## config.mk

```make
export PLATFORM = sky130hd
export DESIGN_NAME = adsr_muldiv
export DESIGN_NICKNAME = d
export VERILOG_FILES = /design/src/hdl/adsr_muldiv.sv
export SDC_FILE = /design/constraint.sdc
export NUM_CORES = 2
export LEC_CHECK = 0
export BUFFER_PORTS_ARGS = -buffer_cell sky130_fd_sc_hd__buf_2
export CORE_MARGIN = 10
export CORE_UTILIZATION = 30
export DETAILED_ROUTE_END_ITERATION = 6
export PLACE_DENSITY = 0.45
export SYNTH_ARGS = -nofsm -noshare
export SYNTH_HDL_FRONTEND = slang
export SYNTH_SLANG_ARGS = --single-unit
export TNS_END_PERCENT = 20
```

## constraint.sdc

```tcl
create_clock -name clk -period 3.8 [get_ports clk]
set_clock_uncertainty 0.1 [all_clocks]
set_input_delay 0.95 -clock clk [delete_from_list [all_inputs] [get_ports clk]]
set_output_delay 0.95 -clock clk [all_outputs]
set_load 0.005 [all_outputs]
```

## src/hdl/adsr_muldiv.sv

```systemverilog
// ----------------------------------------------------------------------------
// adsr_muldiv
// Pipelined floor(a * b / c), saturated at all ones of the level width.
// Two-part product, overflow check, then one restoring quotient bit a stage.
// ----------------------------------------------------------------------------
module adsr_muldiv #(
    parameter int TICK_BITS  = 32,
    parameter int LEVEL_BITS = 16,
    parameter int SIDE_BITS  = 8
) (
    input  logic                  clk,
    input  logic                  rst_n,
    input  logic                  en,
    input  logic                  in_valid,
    input  logic [TICK_BITS-1:0]  op_a,
    input  logic [LEVEL_BITS-1:0] op_b,
    input  logic [TICK_BITS-1:0]  op_c,
    input  logic [SIDE_BITS-1:0]  in_side,
    output logic                  out_valid,
    output logic [LEVEL_BITS-1:0] quot,
    output logic [SIDE_BITS-1:0]  out_side
);
    localparam int LO_BITS   = TICK_BITS / 2;
    localparam int HI_BITS   = TICK_BITS - LO_BITS;
    localparam int PROD_BITS = TICK_BITS + LEVEL_BITS;

    // product, split in halves of the tick operand
    logic [LO_BITS+LEVEL_BITS-1:0] pp_lo_next;
    logic [HI_BITS+LEVEL_BITS-1:0] pp_hi_next;
    logic                          m1_valid_reg;
    logic [LO_BITS+LEVEL_BITS-1:0] pp_lo_reg;
    logic [HI_BITS+LEVEL_BITS-1:0] pp_hi_reg;
    logic [TICK_BITS-1:0]          m1_c_reg;
    logic [SIDE_BITS-1:0]          m1_side_reg;

    assign pp_lo_next = {{LEVEL_BITS{1'b0}}, op_a[LO_BITS-1:0]}
                      * {{LO_BITS{1'b0}}, op_b};
    assign pp_hi_next = {{LEVEL_BITS{1'b0}}, op_a[TICK_BITS-1:LO_BITS]}
                      * {{HI_BITS{1'b0}}, op_b};

    logic [PROD_BITS-1:0] prod_next;
    logic                 m2_valid_reg;
    logic [PROD_BITS-1:0] prod_reg;
    logic [TICK_BITS-1:0] m2_c_reg;
    logic [SIDE_BITS-1:0] m2_side_reg;

    assign prod_next = {{HI_BITS{1'b0}}, pp_lo_reg} + {pp_hi_reg, {LO_BITS{1'b0}}};

    // quotient stages; stage 0 holds the upper product and the overflow flag
    logic                  vld_reg  [LEVEL_BITS+1];
    logic [TICK_BITS-1:0]  rem_reg  [LEVEL_BITS+1];
    logic [LEVEL_BITS-1:0] dvd_reg  [LEVEL_BITS+1];
    logic [TICK_BITS-1:0]  dsr_reg  [LEVEL_BITS+1];
    logic                  sat_reg  [LEVEL_BITS+1];
    logic [SIDE_BITS-1:0]  side_reg [LEVEL_BITS+1];

    logic sat_next;

    assign sat_next = prod_reg[PROD_BITS-1:LEVEL_BITS] >= m2_c_reg;

    always_ff @(posedge clk or negedge rst_n)
    begin
        if (!rst_n)
        begin
            m1_valid_reg <= 1'b0;
            m2_valid_reg <= 1'b0;
            vld_reg[0]   <= 1'b0;
        end
        else if (en)
        begin
            m1_valid_reg <= in_valid;
            m2_valid_reg <= m1_valid_reg;
            vld_reg[0]   <= m2_valid_reg;
        end
    end

    always_ff @(posedge clk)
    begin
        if (en)
        begin
            pp_lo_reg   <= pp_lo_next;
            pp_hi_reg   <= pp_hi_next;
            m1_c_reg    <= op_c;
            m1_side_reg <= in_side;
            prod_reg    <= prod_next;
            m2_c_reg    <= m1_c_reg;
            m2_side_reg <= m1_side_reg;
            rem_reg[0]  <= prod_reg[PROD_BITS-1:LEVEL_BITS];
            dvd_reg[0]  <= prod_reg[LEVEL_BITS-1:0];
            dsr_reg[0]  <= m2_c_reg;
            sat_reg[0]  <= sat_next;
            side_reg[0] <= m2_side_reg;
        end
    end

    genvar k;
    generate
        for (k = 0; k < LEVEL_BITS; k++)
        begin : g_step
            logic [TICK_BITS:0]    rem_sh;
            logic [TICK_BITS:0]    rem_sub;
            logic                  take;
            logic [TICK_BITS-1:0]  rem_next;
            logic [LEVEL_BITS-1:0] dvd_next;

            assign rem_sh   = {rem_reg[k], dvd_reg[k][LEVEL_BITS-1]};
            assign rem_sub  = rem_sh - {1'b0, dsr_reg[k]};
            assign take     = rem_sh >= {1'b0, dsr_reg[k]};
            assign rem_next = take ? rem_sub[TICK_BITS-1:0] : rem_sh[TICK_BITS-1:0];
            assign dvd_next = {dvd_reg[k][LEVEL_BITS-2:0], take};

            always_ff @(posedge clk or negedge rst_n)
            begin
                if (!rst_n)
                begin
                    vld_reg[k+1] <= 1'b0;
                end
                else if (en)
                begin
                    vld_reg[k+1] <= vld_reg[k];
                end
            end

            always_ff @(posedge clk)
            begin
                if (en)
                begin
                    rem_reg[k+1]  <= rem_next;
                    dvd_reg[k+1]  <= dvd_next;
                    dsr_reg[k+1]  <= dsr_reg[k];
                    sat_reg[k+1]  <= sat_reg[k];
                    side_reg[k+1] <= side_reg[k];
                end
            end
        end
    endgenerate

    assign out_valid = vld_reg[LEVEL_BITS];
    assign quot      = sat_reg[LEVEL_BITS] ? {LEVEL_BITS{1'b1}} : dvd_reg[LEVEL_BITS];
    assign out_side  = side_reg[LEVEL_BITS];

    // remainder of the last stage is never needed
    logic unused_rem;
    assign unused_rem = ^rem_reg[LEVEL_BITS];

endmodule

```

==> qor.yml <==
synth-main-ff-cell: "edfxtp_1"
synth_seq_cells: 1660
ant_nets: 0
route.detailed.drc: 0
syn-num-nets: 10035
io_buffers: 116
track_usage: 0.135
cap_violations: 0
synth-adder-area-share: 0.174
cp_max_fo: 8
htree_levels: 4
path_delay_family: "adder cells"
overflow: 0
cts_tree: "done"
cp.required_ps: 4290
dieWidth_um: 602
critPathKind: "primary input to register"
grt_start_max_net_pins: 93
cts.sinks: 1660
initial_core_util: 0.302
core_um2: 337000
cpPeakStageDelay_ps: 530
vias_per_cell: 4.67
min_path_type: "primary input to register"
drt-total-wl_um: 251000
drive_gt1_frac: 0.194
ir_worst_vdd_mv: 1.12
rsz0062_at_grt: "yes"
min_from: "in_side[7]"
antenna_found_initial: 6
insertion_delay_ps: 860
ys_seq_area_frac: 0.490
synth.area.mux_share: 0.0351
whs_path_depth: 1
final_net_count: 10948
netlist_area_um2: 102000
yosys_warnings: 0
path_buf_inv: 7
synthDistinctLibCells: 95
reg2reg_from: "dsr_reg[0][224]"
crit_path_frequent_cell: "fa_1"
grt_pass1_wl_um: 395000
cts_buffer_depth: 4
avgSynthCellArea_um2: 11.6
cp.arrival_ps: 6470
vias: 67011
maxSlewHeadroom: 0.391
grt_pass1_vias: 72882
cts_buffers: 200
start_kind: "primary input"
gp_congestion: 0.986
rows: 213
io_pins: 117
min_period_over_period: 1.57
leakagePower_nw: 51.7
synth_compound_area_frac: 0.114
fmaxAchievable_mhz: 167
clk_pin_slew_ps: 60
place_ws_ps: -3430
status: "complete, but fails checks"
wl_per_cell_um: 17.5
die-area_um2: 362000
worstSetupEndpointType: "register"
firstDrtPassIters: 5
reg2reg_to: "rem_reg[0][286]"
drtIter0Drc: 2517
final_hold_viol_count: 0
synthSimpleGateAreaFrac: 0.0929
setup_slack_ps: -2180
r2r_slack_ps: -30
crit_slowest_cell: "fa_1"
synth_xor_area_frac: 0.0404
report.final.slew_viol_count: 0
synthToLayoutAreaGrowth_pct: 20.5
netlist_instances: 8771
dpl.hpwl_um: 199000
hold_path_end: "m1_side_reg[7]"
ff2ff_path_depth: 13
period_needed_ps: 5980
finalSetupTns_ps: -79640
die_height_um: 602
violations: "setup timing"
synthArstFlopShare: 0.0114
synth_top_family_by_area: "adder cells"
synth_edf_count: 1641
setup_viol_count_final: 60
worst_pin_slew_ps: 907
cts_root_buffer: "clkbuf_16"
p_per_area_nw_per_um2: 945
## worst reg2reg max path, delay by kind of cell (launching register included)
family,cells,cell delay (ps)
AO/OA/AOI/OAI,7,1320
AND/OR/NAND/NOR,2,620
flip-flops,1,400
buffers and inverters,1,150
adder cells (fa/ha/maj),2,650
multiplexers,1,270
## per-stage QoR
step	hold slack (ps)	instances	area, um^2	power, mW	util
2_1_floorplan	300	8771	102000	71.4	-
3_3_place_gp	300	13931	114000	91.1	0.338
3_5_place_dp	305	13931	114000	91.8	0.338
4_1_cts	78.8	14333	122000	114	0.361
5_1_grt	107	14355	122000	125	0.364
6_report	173	14356	122000	116	0.364
## worst max path at each step
stage | from | to | slack (ps) | cells after the start
2_1_floorplan | op_b[5] | pp_hi_reg[31] | -2740 | 23
3_3_place_gp | op_b[6] | pp_hi_reg[29] | -3430 | 24
3_5_place_dp | op_b[6] | pp_hi_reg[29] | -3430 | 24
4_1_cts | op_b[5] | pp_lo_reg[30] | -2180 | 25
5_1_grt | op_b[4] | pp_lo_reg[30] | -2360 | 25
6_report | op_b[4] | pp_lo_reg[31] | -2180 | 25
## cell usage after synthesis (all sizes together) (70+ instances only)
library cell,number,share of area
xor2,177,0.015
o21a,90,0.0066
and2,258,0.016
nor2b,73,0.0045
edfxtp,1641,0.48
ha,768,0.095
nand2b,70,0.0043
inv,1160,0.043
and3,70,0.0043
a21o,319,0.024
a21oi,534,0.026
nor3,78,0.0038
xnor2,292,0.025
nand3,136,0.0067
nor2,301,0.011
nand4,86,0.0053
clkbuf,197,0.0073
mux2,279,0.032
nand2,723,0.027
o21ai,420,0.021
fa,404,0.080
## per-layer routing
layer,global-route usage,wire (um)
met1,0.136,91700
met4,0.0820,17700
met3,0.0167,6920
met2,0.263,135000
met5,0,15
## cell families after synthesis
family | after synthesis
simple gates | 1938
buf+inv | 1402
fa+ha+maj | 1172
xor+xnor | 469
flops | 1660
compound gates | 1822
mux | 308
## report_power, final
part	total [mW]	switching [mW]	internal, mW
Clock	18.1	7.39	10.7
Combinational	68.0	34.7	33.3
Sequential	29.7	2.19	27.6
Total	116	44.2	71.5
## layout by cell type, fill, tap and decap left out, types with 40 or more instances in the layout
master	instances
xnor2_1	283
a21o_1	318
nor2_1	289
clkinv_1	44
o21a_1	89
nand3_1	132
o31ai_1	41
nand2_1	707
o21ai_0	365
nand4_1	86
nor3_1	74
inv_2	73
mux2_2	237
and3_1	68
ha_1	718
o21bai_1	68
nor2b_1	72
a21oi_1	493
buf_6	88
and2_4	40
a31oi_1	58
buf_4	686
edfxtp_1	1641
fa_1	376
buf_2	89
buf_12	70
clkbuf_16	203
ha_4	40
clkbuf_1	42
nand2b_1	70
xor2_1	177
and2_1	217
inv_1	1087
## layout make-up
cell class,count,area (um^2)
fill,32896,214000
sequential,1660,49800
multi-input combinational,5709,48200
timing repair buffer,953,8330
tap,4515,5650
clock buffer,246,5230
inverter,1160,4350
clock inverter,111,931
antenna,2,5.00
## what timing repair did
item | CTS | global route
gates resized for setup | 285 | 207
buffers inserted | 43 | 33
hold endpoints to repair | 19 | 0
pin swaps | 137 | 147
hold buffers | 1 | 0
gates cloned | 2 | 2
setup endpoints to repair | 262 | 422
No activity file was read; power rests on OpenSTA's default activity.
