## src/hdl/adsr_pkg.sv

```systemverilog
// ----------------------------------------------------------------------------
// adsr_pkg
// Shared types for the linear ADSR envelope pipeline: register indexes,
// envelope phase codes and the per-request control bundle.
// ----------------------------------------------------------------------------
package adsr_pkg;

    localparam int CFG_IDX_W = 3;

    typedef enum logic [CFG_IDX_W-1:0] {
        CFG_ATTACK  = 3'd0,
        CFG_DECAY   = 3'd1,
        CFG_RELEASE = 3'd2,
        CFG_START   = 3'd3,
        CFG_SUSTAIN = 3'd4
    } cfg_idx_t;

    typedef enum logic [1:0] {
        PH_PEAK,
        PH_ATTACK,
        PH_DECAY,
        PH_SUSTAIN
    } phase_t;

    typedef struct packed {
        logic   held;
        logic   early;
        logic   fwd;
        phase_t phase;
    } env_ctl_t;

    localparam int ENV_CTL_W = $bits(env_ctl_t);

endpackage

```

## src/hdl/adsr_cfg.sv

```systemverilog
// ----------------------------------------------------------------------------
// adsr_cfg
// Envelope setting registers: index decode on a plain write port.
// ----------------------------------------------------------------------------
module adsr_cfg #(
    parameter int TICK_BITS  = 32,
    parameter int LEVEL_BITS = 16,
    parameter int DATA_BITS  = 32
) (
    input  logic                              clk,
    input  logic                              rst_n,
    input  logic                              cfg_we,
    input  logic [adsr_pkg::CFG_IDX_W-1:0]    cfg_index,
    input  logic [DATA_BITS-1:0]              cfg_data,
    output logic [TICK_BITS-1:0]              attack_ticks,
    output logic [TICK_BITS-1:0]              decay_ticks,
    output logic [TICK_BITS-1:0]              release_ticks,
    output logic [LEVEL_BITS-1:0]             start_level,
    output logic [LEVEL_BITS-1:0]             sustain_level
);
    import adsr_pkg::*;

    logic [TICK_BITS-1:0]  attack_reg;
    logic [TICK_BITS-1:0]  decay_reg;
    logic [TICK_BITS-1:0]  release_reg;
    logic [LEVEL_BITS-1:0] start_reg;
    logic [LEVEL_BITS-1:0] sustain_reg;

    always_ff @(posedge clk or negedge rst_n)
    begin
        if (!rst_n)
        begin
            attack_reg  <= TICK_BITS'(32'd4410);
            decay_reg   <= TICK_BITS'(32'd4410);
            release_reg <= TICK_BITS'(32'd8820);
            start_reg   <= LEVEL_BITS'(32'd32768);
            sustain_reg <= LEVEL_BITS'(32'd32768);
        end
        else if (cfg_we)
        begin
            case (cfg_idx_t'(cfg_index))
                CFG_ATTACK:  attack_reg  <= cfg_data[TICK_BITS-1:0];
                CFG_DECAY:   decay_reg   <= cfg_data[TICK_BITS-1:0];
                CFG_RELEASE: release_reg <= cfg_data[TICK_BITS-1:0];
                CFG_START:   start_reg   <= cfg_data[LEVEL_BITS-1:0];
                CFG_SUSTAIN: sustain_reg <= cfg_data[LEVEL_BITS-1:0];
                default:     ;
            endcase
        end
    end

    assign attack_ticks  = attack_reg;
    assign decay_ticks   = decay_reg;
    assign release_ticks = release_reg;
    assign start_level   = start_reg;
    assign sustain_level = sustain_reg;

endmodule

```

## config.mk

```make
export PLATFORM = sky130hd
export DESIGN_NAME = adsr_cfg
export DESIGN_NICKNAME = d
export VERILOG_FILES = /design/src/hdl/adsr_pkg.sv /design/src/hdl/adsr_cfg.sv
export SDC_FILE = /design/constraint.sdc
export NUM_CORES = 1
export LEC_CHECK = 0
export BUFFER_PORTS_ARGS = -buffer_cell sky130_fd_sc_hd__buf_2
export CORE_UTILIZATION = 30
export DETAILED_ROUTE_END_ITERATION = 10
export GPL_TIMING_DRIVEN = 1
export HOLD_SLACK_MARGIN = 0.15
export SETUP_SLACK_MARGIN = 0.3
export SLEW_MARGIN = 20
export SYNTH_ARGS = -nofsm -noshare
export SYNTH_HDL_FRONTEND = slang
export SYNTH_SLANG_ARGS = --single-unit
```

## constraint.sdc

```tcl
create_clock -name clk -period 1.5 [get_ports clk]
set_clock_uncertainty 0.2 [all_clocks]
set_input_delay 0 -clock clk [delete_from_list [all_inputs] [get_ports clk]]
set_output_delay 0 -clock clk [all_outputs]
set_load 0.005 [all_outputs]
```

==> impl_metrics.env, run 1 <==
export IMPL_crit_chain="buf_6"
export IMPL_fin_util_pct=46.0
export IMPL_synth_seq_area_share_pct=65.8
export IMPL_use_met1_pct=18.3
export IMPL_dieArea_mm2=0.0169
export IMPL_crit_path_end_kind="output pin"
export IMPL_drc=0
export IMPL_vias=3145
export IMPL_rsz0062_at_grt="true"
export IMPL_drt_wirelength_per_cell_um=16.3
export IMPL_cts_root_buffer="clkbuf_16"
export IMPL_grtUsageMet3_pct=5.37
export IMPL_hold_buffers=33
export IMPL_pwr_share_clk_pct=37.1
export IMPL_grt_pass1_wl_mm=18.1
export IMPL_fin_crit_sh_pct=83.1
export IMPL_crit_required_ns=1.30
export IMPL_antenna_found_initial=0
export IMPL_path_depth=1
export IMPL_synth_nets=313
export IMPL_drtPass1Iterations=4
export IMPL_diodes=0
export IMPL_peakVddDrop_v=0.000755
export IMPL_io_buffer_count=165
export IMPL_area_growth_pct=49.6
export IMPL_final_instance_count_excl_fill=717
export IMPL_ff2ff_path_depth=1
export IMPL_viasPerCell=4.39
export IMPL_combPwrFrac_pct=20.6
export IMPL_p_switching_mw=2.69
export IMPL_dp_cells=652
export IMPL_ant_nets=0
export IMPL_synthCells=275
export IMPL_ios=166
export IMPL_max_slew_margin_pct=73.4
export IMPL_tritoncts="done"
export IMPL_violations="hold timing"
export IMPL_cts_setup_buffers=0
export IMPL_yosysWarnings=0
export IMPL_overflow=0
export IMPL_maxSlewViolCount=0
export IMPL_drv_cap=0
export IMPL_power_internal_mw=8.51
export IMPL_busiest_layer="met2"
export IMPL_r2r_end="sustain_level[12]"
export IMPL_place_congestion=0.704
export IMPL_finalSetupViolations=0
export IMPL_path_buf_inv=1
export IMPL_clk_pin_slew_ns=0.05
export IMPL_r2r_start="sustain_level[12]"
export IMPL_hold_violations=95
export IMPL_dieWidth_um=130
export IMPL_path_max_fanout=2
export IMPL_slowest_stage="dfstp_2"
export IMPL_crit_type="flop to output pin"
export IMPL_coreArea_mm2=0.0159
export IMPL_syn_mean_instance_area_um2=17.8
export IMPL_track_usage_pct=14.5
export IMPL_multi_input_area_mm2=0.00182
export IMPL_wl_mm=11.7
export IMPL_arrival_ns=1.05
export IMPL_final_cell_mix="147 x buf_2, 108 x dfrtp_1, 70 x mux2_4"
export IMPL_drive_gt1_share_pct=69.1
export IMPL_fin_crit_ns=1.25
export IMPL_mostFrequentLayoutCell="buf_2"
export IMPL_fmax_mhz=802
export IMPL_syn_area_mm2=0.00491
export IMPL_tightestPinTransition_ns=0.398
export IMPL_status="finished, violations left"
export IMPL_ys_ff_latch=128
export IMPL_drt_iter0_drc=76
export IMPL_clockBufferDepth=2
export IMPL_cts_made_buffers=17
export IMPL_critPathLaunchType="flop"
export IMPL_std_cell_rows=46
export IMPL_clock_latency_ns=0.41
export IMPL_max_stage_delay_ns=0.54
export IMPL_synth_distinct_cells=10
export IMPL_grt_pass1_vias=3335
export IMPL_hpwlAfterDp_mm=7.56
export IMPL_start_util_pct=30.8
export IMPL_ff_latch_area_mm2=0.00323
export IMPL_grt_max_degree=68
export IMPL_power_leakage_nw=3.50
export IMPL_p_per_area_mw_per_mm2=1530
export IMPL_nets=526
export IMPL_nFillCells=1421
export IMPL_hold_slack_ns=-0.0478
export IMPL_critical_path_top_delay_family="flip-flops"
export IMPL_cts_max_level=4
export IMPL_clock_sinks=128
export IMPL_sw_frac_of_total_pct=24.0
export IMPL_hold_class="primary input to async pin"
export IMPL_grtUsageMet2_pct=22.6
export IMPL_p_seq_share_pct=42.3
export IMPL_die_h_um=130
export IMPL_rrSetupSlack_ns=0.51
export IMPL_power_mw=11.2
==> Yosys cell counts (all sizes together) <==
cell type,count,area share (%)
buf,14,2.7
dfstp,20,11
nor4b,1,0.48
nor4bb,3,0.61
nand4b,1,0.31
mux2,128,30
dfrtp,108,55
==> final cells by class <==
type	count	area share (%)
flip-flops and latches	128	44.0
multi-input cells	133	24.8
repair buffers	208	19.4
clock buffers	21	6.27
well taps	216	3.68
clock inverters	11	1.86
==> power by group through the flow <==
stage                     registers [mW]  clock network (mW)  logic [mW]
after global placement              4.74                   0        2.11
after floorplan                     4.80                   0       0.960
final                               4.74                4.16        2.31
after global routing                4.85                4.44        2.51
after CTS                           4.74                4.29        2.30
after detailed placement            4.76                   0        2.16
==> logic make-up after synthesis <==
| family | count (synthesis) | share of synthesized area (%) |
|---|---|---|
| and+or+nand+nor | 5 | 1.40 |
| DFF | 128 | 65.8 |
| buffers and inverters | 14 | 2.70 |
| muxes | 128 | 30.1 |
==> sequential cells by signal, indices dropped and copies added, names as in the netlist <==
name / count
sustain_level: 16
decay_ticks: 32
start_level: 16
attack_ticks: 32
release_ticks: 32
==> per-layer routing <==
metal	share of wire, %	vias to the layer above
li1	-	1411
met1	46	1614
met2	48	103
met3	5.2	17
met4	1.6	0
met5	0	-
==> how the worst max path moves through the flow <==
stage | from | to | slack, ns
global route | sustain_level[15] | sustain_level[15] | 0.20
global placement | cfg_index[1] | sustain_level[3] | -0.03
CTS | sustain_level[15] | sustain_level[15] | 0.22
detailed placement | cfg_index[2] | decay_ticks[31] | -0.06
finish | decay_ticks[4] | decay_ticks[4] | 0.25
floorplan | cfg_index[0] | attack_ticks[0] | 0.25
==> per-stage QoR <==
stage	TNS [ns]	setup slack [ns]	cell area, um2
2_1_floorplan	0	0.248	5150
3_3_place_gp	-0.152	-0.0298	6310
3_5_place_dp	-1.14	-0.0620	6310
4_1_cts	0	0.218	7300
5_1_grt	0	0.204	7340
6_report	0	0.253	7340
==> timing repair <==
action                                  CTS  global route
endpoints found under the hold margin   256           235
gates resized for setup                  10             7
endpoints found under the setup margin   20            20
Note: power is estimated with default switching activity, not from simulation.
==> inputs of run 2 (changes only) <==
--- a/config.mk
+++ b/config.mk
@@ -5,6 +5,7 @@
 export SDC_FILE = /design/constraint.sdc
 export NUM_CORES = 1
 export LEC_CHECK = 0
+export ABC_AREA = 1
 export BUFFER_PORTS_ARGS = -buffer_cell sky130_fd_sc_hd__buf_2
 export CORE_UTILIZATION = 30
 export DETAILED_ROUTE_END_ITERATION = 10
==> constraint.sdc (replaced) <==
create_clock -name clk -period 1.3 [get_ports clk]
set_clock_uncertainty 0.2 [all_clocks]
set_input_delay 0 -clock clk [delete_from_list [all_inputs] [get_ports clk]]
set_output_delay 0 -clock clk [all_outputs]
set_load 0.005 [all_outputs]
==> run 2 against run 1 <==
Against the previous run:
- the flow still finishes with violations (hold timing)
- area after synthesis is 4.2% higher
- largest cell class unchanged
- total power is 19% higher
- design area is 9.4% higher
- register-to-register slack worse by 0.24 ns
- die area is 4.2% higher
==> impl_metrics.env, run 2 <==
export IMPL_synthFlopType="dfrtp_1"
export IMPL_maxSlewViolCount=0
export IMPL_antenna_found_initial=1
export IMPL_max_stage_delay_ns=0.54
export IMPL_hold_class="primary input to async pin"
export IMPL_hold_buffers=35
export IMPL_wl_mm=16.7
export IMPL_arrival_ns=1.07
export IMPL_ant_nets=0
export IMPL_synth_distinct_cells=14
export IMPL_dieWidth_um=133
export IMPL_grt_pass1_wl_mm=26.0
export IMPL_tritoncts="done"
export IMPL_path_max_fanout=2
export IMPL_ys_top_cells_by_count="278 x nand2_1, 112 x nand3_1, 108 x dfrtp_1"
export IMPL_ys_ff_latch=128
export IMPL_hpwlAfterDp_mm=10.5
export IMPL_peakVddDrop_v=0.000922
export IMPL_fmax_mhz=789
export IMPL_violations="hold timing"
export IMPL_hold_slack_ns=-0.712
export IMPL_track_usage_pct=19.3
export IMPL_drt_iter0_drc=248
export IMPL_drive_gt1_share_pct=39.1
export IMPL_crit_type="flop to output pin"
export IMPL_p_per_area_mw_per_mm2=1670
export IMPL_tightestPinTransition_ns=0.408
export IMPL_cts_made_buffers=17
export IMPL_crit_required_ns=1.10
export IMPL_cts_max_level=4
export IMPL_max_slew_margin_pct=72.7
export IMPL_synthCells=565
export IMPL_drt_wirelength_per_cell_um=15.6
export IMPL_synth_simple_area_share_pct=32.8
export IMPL_area_growth_pct=57.0
export IMPL_die_h_um=133
export IMPL_synthMuxAreaShare_pct=0
export IMPL_ios=166
export IMPL_dp_cells=939
export IMPL_grt_max_degree=43
export IMPL_synth_largest_area_cell="dfrtp_1"
export IMPL_synth_nets=603
export IMPL_netlist_area_leader_share_pct=52.8
export IMPL_place_congestion=0.773
export IMPL_synth_adder_area_share_pct=0
export IMPL_vias=4852
export IMPL_path_buf_inv=1
export IMPL_syn_mean_instance_area_um2=9.06
export IMPL_dieArea_mm2=0.0176
export IMPL_io_buffer_count=165
export IMPL_mostFrequentLayoutCell="nand2_1"
export IMPL_synth_area_leaders="dfrtp_1 53%, nand2_1 20%, nand3_1 11%"
export IMPL_clock_sinks=128
export IMPL_clockBufferDepth=2
export IMPL_status="finished, violations left"
export IMPL_rrSetupSlack_ns=0.27
export IMPL_place_area_mm2=0.00634
export IMPL_clk_pin_slew_ns=0.06
export IMPL_fin_area_mm2=0.00803
export IMPL_fin_crit_sh_pct=97.4
export IMPL_synth_xor_area_share_pct=0
export IMPL_grt_pass1_vias=4709
export IMPL_synth_seq_area_share_pct=63.1
export IMPL_nets=877
export IMPL_syn_area_mm2=0.00512
export IMPL_critPathLaunchType="flop"
export IMPL_std_cell_rows=47
export IMPL_hold_violations=238
export IMPL_rsz0062_at_grt="true"
export IMPL_post_synth_top_count_cell="nand2_1"
export IMPL_fin_crit_ns=1.27
export IMPL_drc=0
export IMPL_power_leakage_nw=4.42
export IMPL_nFillCells=1577
export IMPL_final_cell_mix="262 x nand2_1, 152 x buf_2, 112 x nand3_1"
export IMPL_synth_top_family_by_area="simple AND/OR/NAND/NOR gates"
export IMPL_critical_path_top_delay_family="flip-flops"
export IMPL_drtPass1Iterations=5
export IMPL_crit_path_end_kind="output pin"
export IMPL_finalSetupViolations=0
export IMPL_fin_util_pct=48.3
export IMPL_overflow=0
export IMPL_synth_edff_count=0
export IMPL_viasPerCell=4.52
export IMPL_final_instance_count_excl_fill=1073
export IMPL_drv_cap=0
export IMPL_synth_compound_area_share_pct=0
export IMPL_clock_latency_ns=0.42
export IMPL_start_util_pct=30.7
export IMPL_cts_root_buffer="clkbuf_16"
export IMPL_power_mw=13.4
export IMPL_postSynth_asyncResetShare_pct=100
export IMPL_yosysWarnings=0
export IMPL_coreArea_mm2=0.0166
export IMPL_slowest_stage="dfstp_2"
export IMPL_crit_chain="buf_2"
run 2: cell count changes after synthesis, sizes merged:
cell | previous run | this run
mux2 | 128 | 0
nor4b | 1 | 0
nand2 | 0 | 280
nand3 | 0 | 112
nor2 | 0 | 5
nand4b | 1 | 0
buf | 14 | 32
inv | 0 | 6
clkbuf | 0 | 2
nor4bb | 3 | 0
run 2: final timing paths:
check / start / endpoint / cells after the start
max in group asynchronous: rst_n / release_ticks[24] / 3
max reg2reg: decay_ticks[0] / decay_ticks[0] / 4
min: rst_n / decay_ticks[29] / 1
max: decay_ticks[5] / decay_ticks[5] / 1
min reg2reg: release_ticks[6] / release_ticks[6] / 2
min in group clk: cfg_index[2] / decay_ticks[22] / 4
run 2: metal layers:
metal	global-route usage (%)	wire length (um)	vias to the layer above
met5	0	0	-
met1	24.9	7390	2338
met3	5.82	1000	23
met2	30.7	8040	145
met4	6.70	306	0
li1	-	-	2346
run 2: kinds of logic after synthesis:
kind of cell,after synthesis
buffers and inverters,40
flip-flops,128
AND/OR/NAND/NOR,397
run 2: where the power goes:
part	total, mW	internal, mW	leakage [nW]	switching [mW]
Sequential	5.27	4.82	1.57	0.445
Combinational	2.93	1.62	2.55	1.31
Clock	5.18	3.41	0.309	1.77
run 2: cell type report:
| type | count | area, um2 | area share, % |
|---|---|---|---|
| Timing Repair Buffer | 289 | 2140 | 26.6 |
| Clock buffer | 23 | 488 | 6.08 |
| Clock inverter | 9 | 154 | 1.92 |
| Inverter | 6 | 22.5 | 0.280 |
| Multi-Input combinational cell | 397 | 1720 | 21.4 |
| Antenna cell | 1 | 2.50 | 0.0312 |
| Tap cell | 220 | 275 | 3.43 |
| Sequential cell | 128 | 3230 | 40.2 |
run 2: per-stage QoR:
step | TNS, ns | hold WS, ns | setup WS [ns]
after floorplan | 0 | -0.496 | 0.412
after global placement | 0 | -0.257 | 0.0775
after detailed placement | 0 | -0.255 | 0.0304
after CTS | 0 | -0.703 | 0.0107
after global routing | -0.00671 | -0.697 | -0.00556
final | 0 | -0.712 | 0.0333
run 2: repair_timing:
item | in CTS | in global routing
endpoints found under the setup margin | 128 | 148
gates resized for setup | 4 | 49
pin swaps | 0 | 10
endpoints found under the hold margin | 256 | 251
buffers inserted | 37 | 31
