File: config.mk
export PLATFORM = sky130hd
export DESIGN_NAME = adsr_shape
export DESIGN_NICKNAME = d
export VERILOG_FILES = /design/src/hdl/adsr_pkg.sv /design/src/hdl/adsr_shape.sv
export SDC_FILE = /design/constraint.sdc
export NUM_CORES = 1
export LEC_CHECK = 0
export BUFFER_PORTS_ARGS = -buffer_cell sky130_fd_sc_hd__buf_2
export CAP_MARGIN = 20
export CORE_MARGIN = 2
export CORE_UTILIZATION = 34
export CTS_CLUSTER_DIAMETER = 100
export CTS_CLUSTER_SIZE = 20
export DETAILED_ROUTE_END_ITERATION = 16
export PLACE_DENSITY = 0.59
export RECOVER_POWER = 100
export SYNTH_ARGS = -nofsm -noshare
export SYNTH_HDL_FRONTEND = slang
export SYNTH_SLANG_ARGS = --single-unit
File: constraint.sdc
create_clock -name clk -period 1 [get_ports clk]
set_input_delay 0 -clock clk [delete_from_list [all_inputs] [get_ports clk]]
set_output_delay 0 -clock clk [all_outputs]
set_load 0.03 [all_outputs]
File: src/hdl/adsr_pkg.sv
// ----------------------------------------------------------------------------
// adsr_pkg
// Shared types for the linear ADSR envelope pipeline: register indexes,
// envelope phase codes and the per-request control bundle.
// ----------------------------------------------------------------------------
package adsr_pkg;

    localparam int CFG_IDX_W = 3;

    typedef enum logic [CFG_IDX_W-1:0] {
        CFG_ATTACK  = 3'd0,
        CFG_DECAY   = 3'd1,
        CFG_RELEASE = 3'd2,
        CFG_START   = 3'd3,
        CFG_SUSTAIN = 3'd4
    } cfg_idx_t;

    typedef enum logic [1:0] {
        PH_PEAK,
        PH_ATTACK,
        PH_DECAY,
        PH_SUSTAIN
    } phase_t;

    typedef struct packed {
        logic   held;
        logic   early;
        logic   fwd;
        phase_t phase;
    } env_ctl_t;

    localparam int ENV_CTL_W = $bits(env_ctl_t);

endpackage

File: src/hdl/adsr_shape.sv
// ----------------------------------------------------------------------------
// adsr_shape
// Turns the held-phase ratio into the held envelope level, clamped to
// full scale; one register stage.
// ----------------------------------------------------------------------------
module adsr_shape #(
    parameter int TICK_BITS  = 32,
    parameter int LEVEL_BITS = 16
) (
    input  logic                  clk,
    input  logic                  rst_n,
    input  logic                  en,
    input  logic                  in_valid,
    input  adsr_pkg::env_ctl_t    in_ctl,
    input  logic [TICK_BITS-1:0]  in_rel_a,
    input  logic [LEVEL_BITS-1:0] ratio,
    input  logic [LEVEL_BITS-1:0] start_level,
    input  logic [LEVEL_BITS-1:0] sustain_level,
    output logic                  out_valid,
    output adsr_pkg::env_ctl_t    out_ctl,
    output logic [TICK_BITS-1:0]  out_rel_a,
    output logic [LEVEL_BITS-1:0] held_level
);
    import adsr_pkg::*;

    localparam logic [LEVEL_BITS-1:0] FULL_SCALE = {1'b1, {(LEVEL_BITS-1){1'b0}}};

    function automatic logic [LEVEL_BITS-1:0] clamp_full(input logic [LEVEL_BITS-1:0] v);
        clamp_full = (v > FULL_SCALE) ? FULL_SCALE : v;
    endfunction

    logic [LEVEL_BITS:0]   up_sum;
    logic [LEVEL_BITS-1:0] level_next;
    logic                  valid_reg;
    env_ctl_t              ctl_reg;
    logic [TICK_BITS-1:0]  rel_a_reg;
    logic [LEVEL_BITS-1:0] level_reg;

    assign up_sum = {1'b0, start_level} + {1'b0, ratio};

    always_comb
    begin
        case (in_ctl.phase)
            PH_PEAK:    level_next = clamp_full(start_level);
            PH_ATTACK:  level_next = clamp_full(ratio);
            PH_DECAY:
            begin
                if (sustain_level >= start_level)
                    level_next = (up_sum > {1'b0, FULL_SCALE}) ? FULL_SCALE
                                                               : up_sum[LEVEL_BITS-1:0];
                else if (ratio >= start_level)
                    level_next = '0;
                else
                    level_next = clamp_full(start_level - ratio);
            end
            PH_SUSTAIN: level_next = clamp_full(sustain_level);
            default:    level_next = '0;
        endcase
    end

    always_ff @(posedge clk or negedge rst_n)
    begin
        if (!rst_n)
            valid_reg <= 1'b0;
        else if (en)
            valid_reg <= in_valid;
    end

    always_ff @(posedge clk)
    begin
        if (en)
        begin
            ctl_reg   <= in_ctl;
            rel_a_reg <= in_rel_a;
            level_reg <= level_next;
        end
    end

    assign out_valid  = valid_reg;
    assign out_ctl    = ctl_reg;
    assign out_rel_a  = rel_a_reg;
    assign held_level = level_reg;

endmodule

==> results of run 1 <==
[synth_stat cells (all sizes together), types with 4 or more instances]
master | number | area share [%]
a2111oi | 5 | 1.2
a211oi | 11 | 1.6
a21o | 9 | 1.3
a21oi | 51 | 5.2
a221oi | 9 | 1.6
a31oi | 17 | 2.2
and3 | 5 | 0.72
buf | 5 | 0.80
clkbuf | 20 | 1.5
edfxtp | 53 | 32
ha | 49 | 12
inv | 52 | 3.9
nand2 | 33 | 2.5
nand2b | 12 | 1.5
nand3 | 11 | 1.1
nor2 | 37 | 2.8
nor2b | 11 | 1.4
nor3 | 14 | 1.4
nor4 | 14 | 1.7
o2111ai | 5 | 0.87
o211ai | 7 | 1.0
o21a | 7 | 1.0
o21ai | 18 | 1.8
o31ai | 10 | 1.5
or2 | 4 | 0.50
xnor2 | 18 | 3.1
[layout make-up]
class	instances	area share [%]
clock buffer	6	1.403
multi-input combinational	430	42.16
inverter	53	2.302
sequential	54	17.59
tap	184	2.506
timing repair buffer	431	33.62
clock inverter	2	0.4086
[state kept, by name, indices dropped and copies added, names as in the netlist]
register    cells
out_valid       1
out_ctl         5
out_rel_a      32
held_level     16
[what timing repair did]
| action | 4_1_cts | 5_1_grt |
|---|---|---|
| gates resized for setup | 104 | 38 |
| pin swaps | 50 | 30 |
| setup buffers | 22 | 12 |
| endpoints found under the hold margin | 37 | 0 |
| hold buffers | 37 | 0 |
| cloned | 1 | 0 |
| endpoints found under the setup margin | 16 | 16 |
[where the power goes]
part	switching (mW)	internal, mW	leakage (nW)	total [mW]
clock network	0.727	1.18	0.0771	1.91
registers	0.0706	2.72	0.529	2.79
logic	2.68	2.39	3.49	5.08
total	3.48	6.30	4.10	9.78
[metrics by stage]
step                power, mW  hold slack, ns  worst slack, ns  TNS (ns)  area [µm²]
CTS                     9.555        0.001669           -1.906    -28.40        8945
finish                  9.778         0.02219           -1.956    -28.51        9188
detailed placement      7.012         -0.2240           -2.469    -37.87        7715
global placement        6.955         -0.2256           -2.427    -37.07        7715
floorplan               4.917         -0.2956           -2.052    -28.48        5200
global route            10.23         0.02937           -2.038    -29.76        9188
[path summary, 6_finish.rpt]
kind	endpoint	slack (ns)	cells past startpoint
max	held_level[3]	-1.96	15
min	out_valid	0.02	2
max reg2reg	out_valid	0.21	1
min reg2reg	out_valid	0.57	1
max in group asynchronous	out_valid	0.87	2
min in group clk	held_level[0]	0.21	4
[routing by layer]
metal	routed length (µm)	global-route usage, %	vias to the layer above
met4	813	8.758	0
met5	0	0	-
met1	9423	35.99	2983
met2	10770	47.50	268
li1	-	-	2966
met3	1433	2.268	57
[critical path, stage by stage]
cell	delay, ns
sky130_fd_sc_hd__buf_12	0.09
sky130_fd_sc_hd__inv_12	0.03
sky130_fd_sc_hd__ha_4	0.14
sky130_fd_sc_hd__fa_2	0.36
sky130_fd_sc_hd__nor2b_4	0.16
sky130_fd_sc_hd__o2111ai_4	0.13
sky130_fd_sc_hd__a31oi_4	0.21
sky130_fd_sc_hd__xnor2_2	0.08
sky130_fd_sc_hd__or4_4	0.48
sky130_fd_sc_hd__or4b_4	0.54
sky130_fd_sc_hd__o41ai_4	0.27
sky130_fd_sc_hd__buf_4	0.23
sky130_fd_sc_hd__nand2_4	0.07
sky130_fd_sc_hd__buf_4	0.13
sky130_fd_sc_hd__o2111ai_2	0.15
[kinds of logic after synthesis]
family	count (synthesis)	synth area share, %
compound gates	187	26.35
xor+xnor	21	3.668
fa+ha+maj	51	13.02
buf+inv	78	6.262
flops	54	32.24
mux	4	0.8732
simple gates	167	17.59
[cell usage in the layout, fill, tap and decap left out, types with 4 or more instances in the layout]
master,n
sky130_fd_sc_hd__a221oi_1,7
sky130_fd_sc_hd__clkbuf_16,5
sky130_fd_sc_hd__inv_1,45
sky130_fd_sc_hd__clkbuf_1,11
sky130_fd_sc_hd__a31oi_1,14
sky130_fd_sc_hd__a21o_1,9
sky130_fd_sc_hd__nor2_1,35
sky130_fd_sc_hd__xnor2_1,15
sky130_fd_sc_hd__o21a_1,7
sky130_fd_sc_hd__a21oi_1,47
sky130_fd_sc_hd__o31ai_4,5
sky130_fd_sc_hd__nor2b_1,6
sky130_fd_sc_hd__buf_2,77
sky130_fd_sc_hd__o211ai_1,7
sky130_fd_sc_hd__a211oi_1,6
sky130_fd_sc_hd__nand2_1,32
sky130_fd_sc_hd__clkbuf_2,58
sky130_fd_sc_hd__ha_1,33
sky130_fd_sc_hd__nor3_1,12
sky130_fd_sc_hd__nor4_1,13
sky130_fd_sc_hd__nand3_1,9
sky130_fd_sc_hd__buf_6,21
sky130_fd_sc_hd__edfxtp_1,53
sky130_fd_sc_hd__nand2b_1,9
sky130_fd_sc_hd__or2_2,4
sky130_fd_sc_hd__o21ai_0,15
sky130_fd_sc_hd__ha_4,13
sky130_fd_sc_hd__a2111oi_4,4
sky130_fd_sc_hd__nor2b_4,5
sky130_fd_sc_hd__inv_2,6
sky130_fd_sc_hd__buf_12,4
sky130_fd_sc_hd__buf_4,223
sky130_fd_sc_hd__dlygate4sd3_1,37
==> results summary, run 1 <==
The flow ran to the end, but the final reports show violations. The final reports fail on negative setup slack. The worst setup path is captured at a flip-flop. Clock-pin slew was measured on the worst setup and hold paths at 0.07 ns.

The count of port buffers added during placement came out at 142. VDD sags by at most approximately 0.75 mV. The overall die height is about 130 µm. For this run, the leading register cell type out of synthesis is sky130_fd_sc_hd__edfxtp_1. The number of failing hold endpoints at the final stage came out at 0. The die area is 15740 µm².

The final number of setup-violating endpoints is 16. The post-synthesis instance area came out at 5015 µm². The clock period minus worst slack is about 3.0 ns. For the final database, setup skew stands at 0 ns. Based on the critical path, the design can be clocked at up to between 0.3 and 0.4 GHz. The first-pass GRT wire length is ~34000 µm.

The number of antenna diodes came out at 0. The number of cell rows is 44. Summed over all nets, the half-perimeter wirelength after detailed placement is about 18000 µm. Using the TritonRoute via totals, the vias-per-cell ratio works out to 5.409.

The number of inserted filler cells in the final layout is approximately 1200. The DRC violation count after routing is 0. The leakage power of the design came out at between 4 and 5 nW. The H-tree depth is 2. The data arrival at the endpoint of the critical path came out at approximately 3 ns.

The number of standard cells in the layout, taps in and fillers out came out at between 1000 and 1500. The per-cell routed wire length came out at 19.35 µm. The area taken by flip-flops and latches is approximately 1600 µm². The post-route antenna net violation count is 0.

The start of the worst register-to-register path is out_valid. Across every metal layer, demand over resource in global routing totals 27.33%. When the netlist entered floorplanning its net count stood at between 700 and 800. The sequential share of the synthesized area came out at roughly a third.

The count of TritonRoute iterations in the first routing pass came out at 5. At the later pin of the worst-skew pair, clock insertion delay measures between 0.2 and 0.3 ns. The final wirelength came out at about 22000 µm. The count of yosys warnings during synthesis is 0. The min-delay analysis places its worst path in the category input pin to async pin. TritonCTS built the clock tree. Routability-driven placement finished with a final weighted congestion of a little under 1. Entering global routing, the biggest net connects 17 pins. Data on the critical path is required at its endpoint by around 1.1 ns. In this run the worst path has a maximum fanout of 5.

The tree is rooted in a sky130_fd_sc_hd__clkbuf_16. In this run, the number of DRC markers left after iteration 0 of detailed routing was between 300 and 400. The initial core utilization came out at between 30% and 40%. The final critical-path share of the clock period came out at 295.6%.

The core footprint is between 10000 and 15000 µm². The synthesized design contains 53 enable-type register cells. In this run the worst setup path begins at start_level[0]. Across the run, the number of max-cap violations was 0. Measured along the x axis, the die boundary spans ~130 µm. Headroom to the max-slew limit came out at between 60% and 70%. The total power density per cell area is 1064 nW/µm².

A synthesized cell averages slightly below 9 µm². The number of instances in the placed design came out at ~1100. Summing all multi-input logic gate instances after layout gives between 3000 and 4000 µm². The transition time at the pin with the least slew margin is roughly 0.57 ns.

The async set or reset register ratio after synthesis is 1.852%. The fraction of layout cells with a size suffix above 1 came out at between 50 and 60%. The instance count of the mapped netlist came out at approximately 560. The setup path with the least slack is of type input pin to flip-flop. Setup repair after global routing could not meet its margin everywhere.

The routed via count is between 6000 and 7000. The initial antenna violation count is 0. The number of pins with negative max-slew slack in the final report is 0. The post-layout net count came out at 1115.

STA classifies the critical path startpoint as an input pin. The final worst-path setup slack is -1.956 ns. The count of state elements after synthesis is 54. The total I/O pin count came out at around 140. The buffer depth of the longest clock path is 2. The total CTS buffers came out at 5. Global routing finished with a remaining overflow of 0. The number of sinks handled by clock tree synthesis came out at 54. The count of cell types in the netlist is between 70 and 80.

The number of global-route vias before repair is between 6000 and 7000. Cells fill 63.45% of the core in the end. The relative area change from synthesis to final layout is 83.21%.
No activity file was read; power rests on OpenSTA's default activity.
==> run 2, diff against run 1 <==
Settings changed: BUFFER_PORTS_ARGS -buffer_cell sky130_fd_sc_hd__buf_2 to default, DONT_BUFFER_PORTS from default to 1, PLACE_DENSITY 0.59 to 0.51.
==> run 2 against run 1 <==
Maximum frequency up 8.8%. Via count fell by 13%. Clock skew is the same. Setup slack gained 0.24 ns. Register-to-register slack better by 0.03 ns. Sequential share of layout area up 2.9 points. The run ends with negative hold slack, negative setup slack left. First-iteration DRC count decreased by 16%.
==> results summary, run 2 (same netlist as run 1, synthesis figures left out) <==
After detailed routing, the number of remaining DRC violations is 0. The routability congestion estimate from global placement is around 0.91. The number of inserted filler cells in the final layout is ~1300.

The required time of the critical path is between 1 and 1.5 ns. Subtracting the final worst setup slack from the clock period gives 2.718 ns. The fraction of layout cells with a size suffix above 1 came out at a little under two fifths.

The maximum fanout encountered on the critical timing path is 5. The layer flagged by global routing as most heavily used is met2. Leaving out fill and tap cells, the most frequent cells in the layout are sky130_fd_sc_hd__buf_4 (175), sky130_fd_sc_hd__edfxtp_1 (53), sky130_fd_sc_hd__dlygate4sd3_1 (50), sky130_fd_sc_hd__inv_1 (46), sky130_fd_sc_hd__a21oi_1 (46). The final worst hold slack came out at -0.1793 ns. The placed instances occupy a cell area of about 6500 µm².

Setup violations remaining at the end of the flow were counted as 16. The post-route antenna net violation count came out at 0. The total design power came out at about 9.0 mW. In the global route stage, met1 resource usage came out at around 34%. The CTS tree is built. The per-cell routed wire length is approximately 22 µm.

For this design the ratio of total power to cell area is between 1000 and 1500 nW/µm². After layout, the worst path uses 271.8% of the clock period. The clock tree root buffer cell is sky130_fd_sc_hd__clkbuf_16.

The checks that failed: negative hold slack, negative setup slack. The data arrival at the endpoint of the critical path came out at slightly below 3 ns. The global-route met2 utilization came out at a little under half. The register with the most flip-flops in the layout has 32 of them. The total CTS buffers is 5. The final wirelength is ~21000 µm.

The summed area of non-filler cells in the final layout came out at slightly below 8000 µm². The initial antenna violation count is 0. The total I/O pin count is between 100 and 150.

Relative to the synthesized area, the layout overhead comes to 57.56%. Based on the critical path, the design can be clocked at up to between 0.3 and 0.4 GHz. The startpoint class of the critical path is an input pin. The total routing usage reported by global routing is 26.18%.

The buffer depth of the longest clock path is 2. The number of sinks handled by clock tree synthesis came out at 54. The die covers 15740 µm². The core footprint came out at 14480 µm². The H-tree was split into 2 levels. The run finished, with violations left. The number of max-cap violations came out at 0. The maximum resistive drop on vdd came out at between 0.8 and 0.9 mV. The count of port buffers added during placement came out at 0. Detailed routing inserted a total of 5457 vias. The number of failing hold endpoints at the final stage came out at 54. The clock network latency to the later pin of the worst-skew pair came out at 0.29 ns. The worst clock skew came out at 0 ns. In this run, post-CTS hold repair placed 50 buffers. The final worst-path setup slack came out at -1.718 ns. The headroom to the max-slew limit is a little over three fifths. The global-route track usage on met3 is under 10%. The transition time at the pin with the least slew margin is approximately 0.55 ns.

Setup repair after global routing could not meet its margin everywhere. The detail-routed via count per cell came out at 5.649. The initial utilization of the core area, before any placement, comes to about a third. At the end of the flow the core is filled with cells to between 50% and 60%. The number of violations reported at the end of detailed-routing iteration 0 came out at approximately 300. The first-pass GRT wire length came out at between 30000 and 40000 µm. The overall die height came out at ~130 µm. The maximum number of pins on one net before global-route repair came out at 55. The number of pins with negative max-slew slack in the final report came out at 0. The die span in x came out at around 130 µm. The count of TritonRoute iterations in the first routing pass is 5. The class of the tightest hold or removal check is input pin to flip-flop.

Detailed placement finished with a half-perimeter wire length of approximately 17000 µm. The remaining global-route overflow came out at 0. In the final design database the tool counted 921 nets. The repair_antennas step left the layout with diodes totalling 0. The leakage power of the design is between 3 and 4 nW. The clock input transition at the sequential cells of the worst setup and hold paths is 0.07 ns. The number of cell rows is between 40 and 50. The critical path is of the input pin to flip-flop type. The commonest non-fill, non-tap cell in the layout is sky130_fd_sc_hd__buf_4. The number of global-route vias before repair came out at about 5700. The worst setup path is captured at a flip-flop.

The worst slack at placement is -2.324 ns.
==> run 2: worst paths after layout <==
path / slack [ns] / startpoint / cells after the start / endpoint
min reg2reg: 0.53 / out_valid / 1 / out_valid
min in group asynchronous: 0.47 / rst_n / 2 / out_valid
min: -0.18 / en / 0 / out_rel_a[22]
max in group asynchronous: 0.42 / rst_n / 2 / out_valid
max reg2reg: 0.24 / out_valid / 1 / out_valid
max: -1.72 / start_level[0] / 14 / held_level[8]
==> run 2: worst max-delay path, stage by stage <==
cell                       delay (ns)
sky130_fd_sc_hd__inv_12          0.02
sky130_fd_sc_hd__ha_4            0.14
sky130_fd_sc_hd__fa_2            0.37
sky130_fd_sc_hd__nor2b_4         0.14
sky130_fd_sc_hd__o21a_1          0.14
sky130_fd_sc_hd__o21a_1          0.16
sky130_fd_sc_hd__o221ai_2        0.10
sky130_fd_sc_hd__or4_1           0.49
sky130_fd_sc_hd__or4b_4          0.51
sky130_fd_sc_hd__o41ai_4         0.23
sky130_fd_sc_hd__buf_4           0.21
sky130_fd_sc_hd__buf_4           0.12
sky130_fd_sc_hd__a31o_4          0.13
sky130_fd_sc_hd__a31o_4          0.14
==> run 2: report_power, final <==
group | internal (mW) | switching, mW
logic | 2.00 | 1.82
clock network | 1.20 | 0.806
registers | 2.74 | 0.491
==> run 2: cell type report <==
cell class                      instances  area, µm²  share of cell area (%)
Tap cell                              184      230.2                   2.914
Sequential cell                        54       1617                   20.46
Clock inverter                          3      47.55                  0.6017
Inverter                               53      226.5                   2.866
Timing Repair Buffer                  237       1952                   24.70
Multi-Input combinational cell        430       3704                   46.87
Clock buffer                            5      125.1                   1.584
==> run 2: metal layers <==
| layer | share of wire [%] | vias to the layer above |
|---|---|---|
| li1 | - | 2575 |
| met1 | 42 | 2593 |
| met2 | 47 | 249 |
| met3 | 7.4 | 40 |
| met4 | 3.4 | 0 |
| met5 | 0 | - |
==> run 2: metrics by stage <==
step,setup TNS [ns],std cells
after floorplan,-28.48,562
after global placement,-33.84,881
after detailed placement,-34.05,881
after CTS,-26.75,961
after global routing,-27.54,966
final,-25.76,966
==> run 2: repair_timing <==
item                                    4_1_cts  5_1_grt
buffers inserted                             22        7
endpoints found under the setup margin       16       16
gates resized for setup                      57       35
endpoints found under the hold margin       101       54
pin swaps                                    31       27
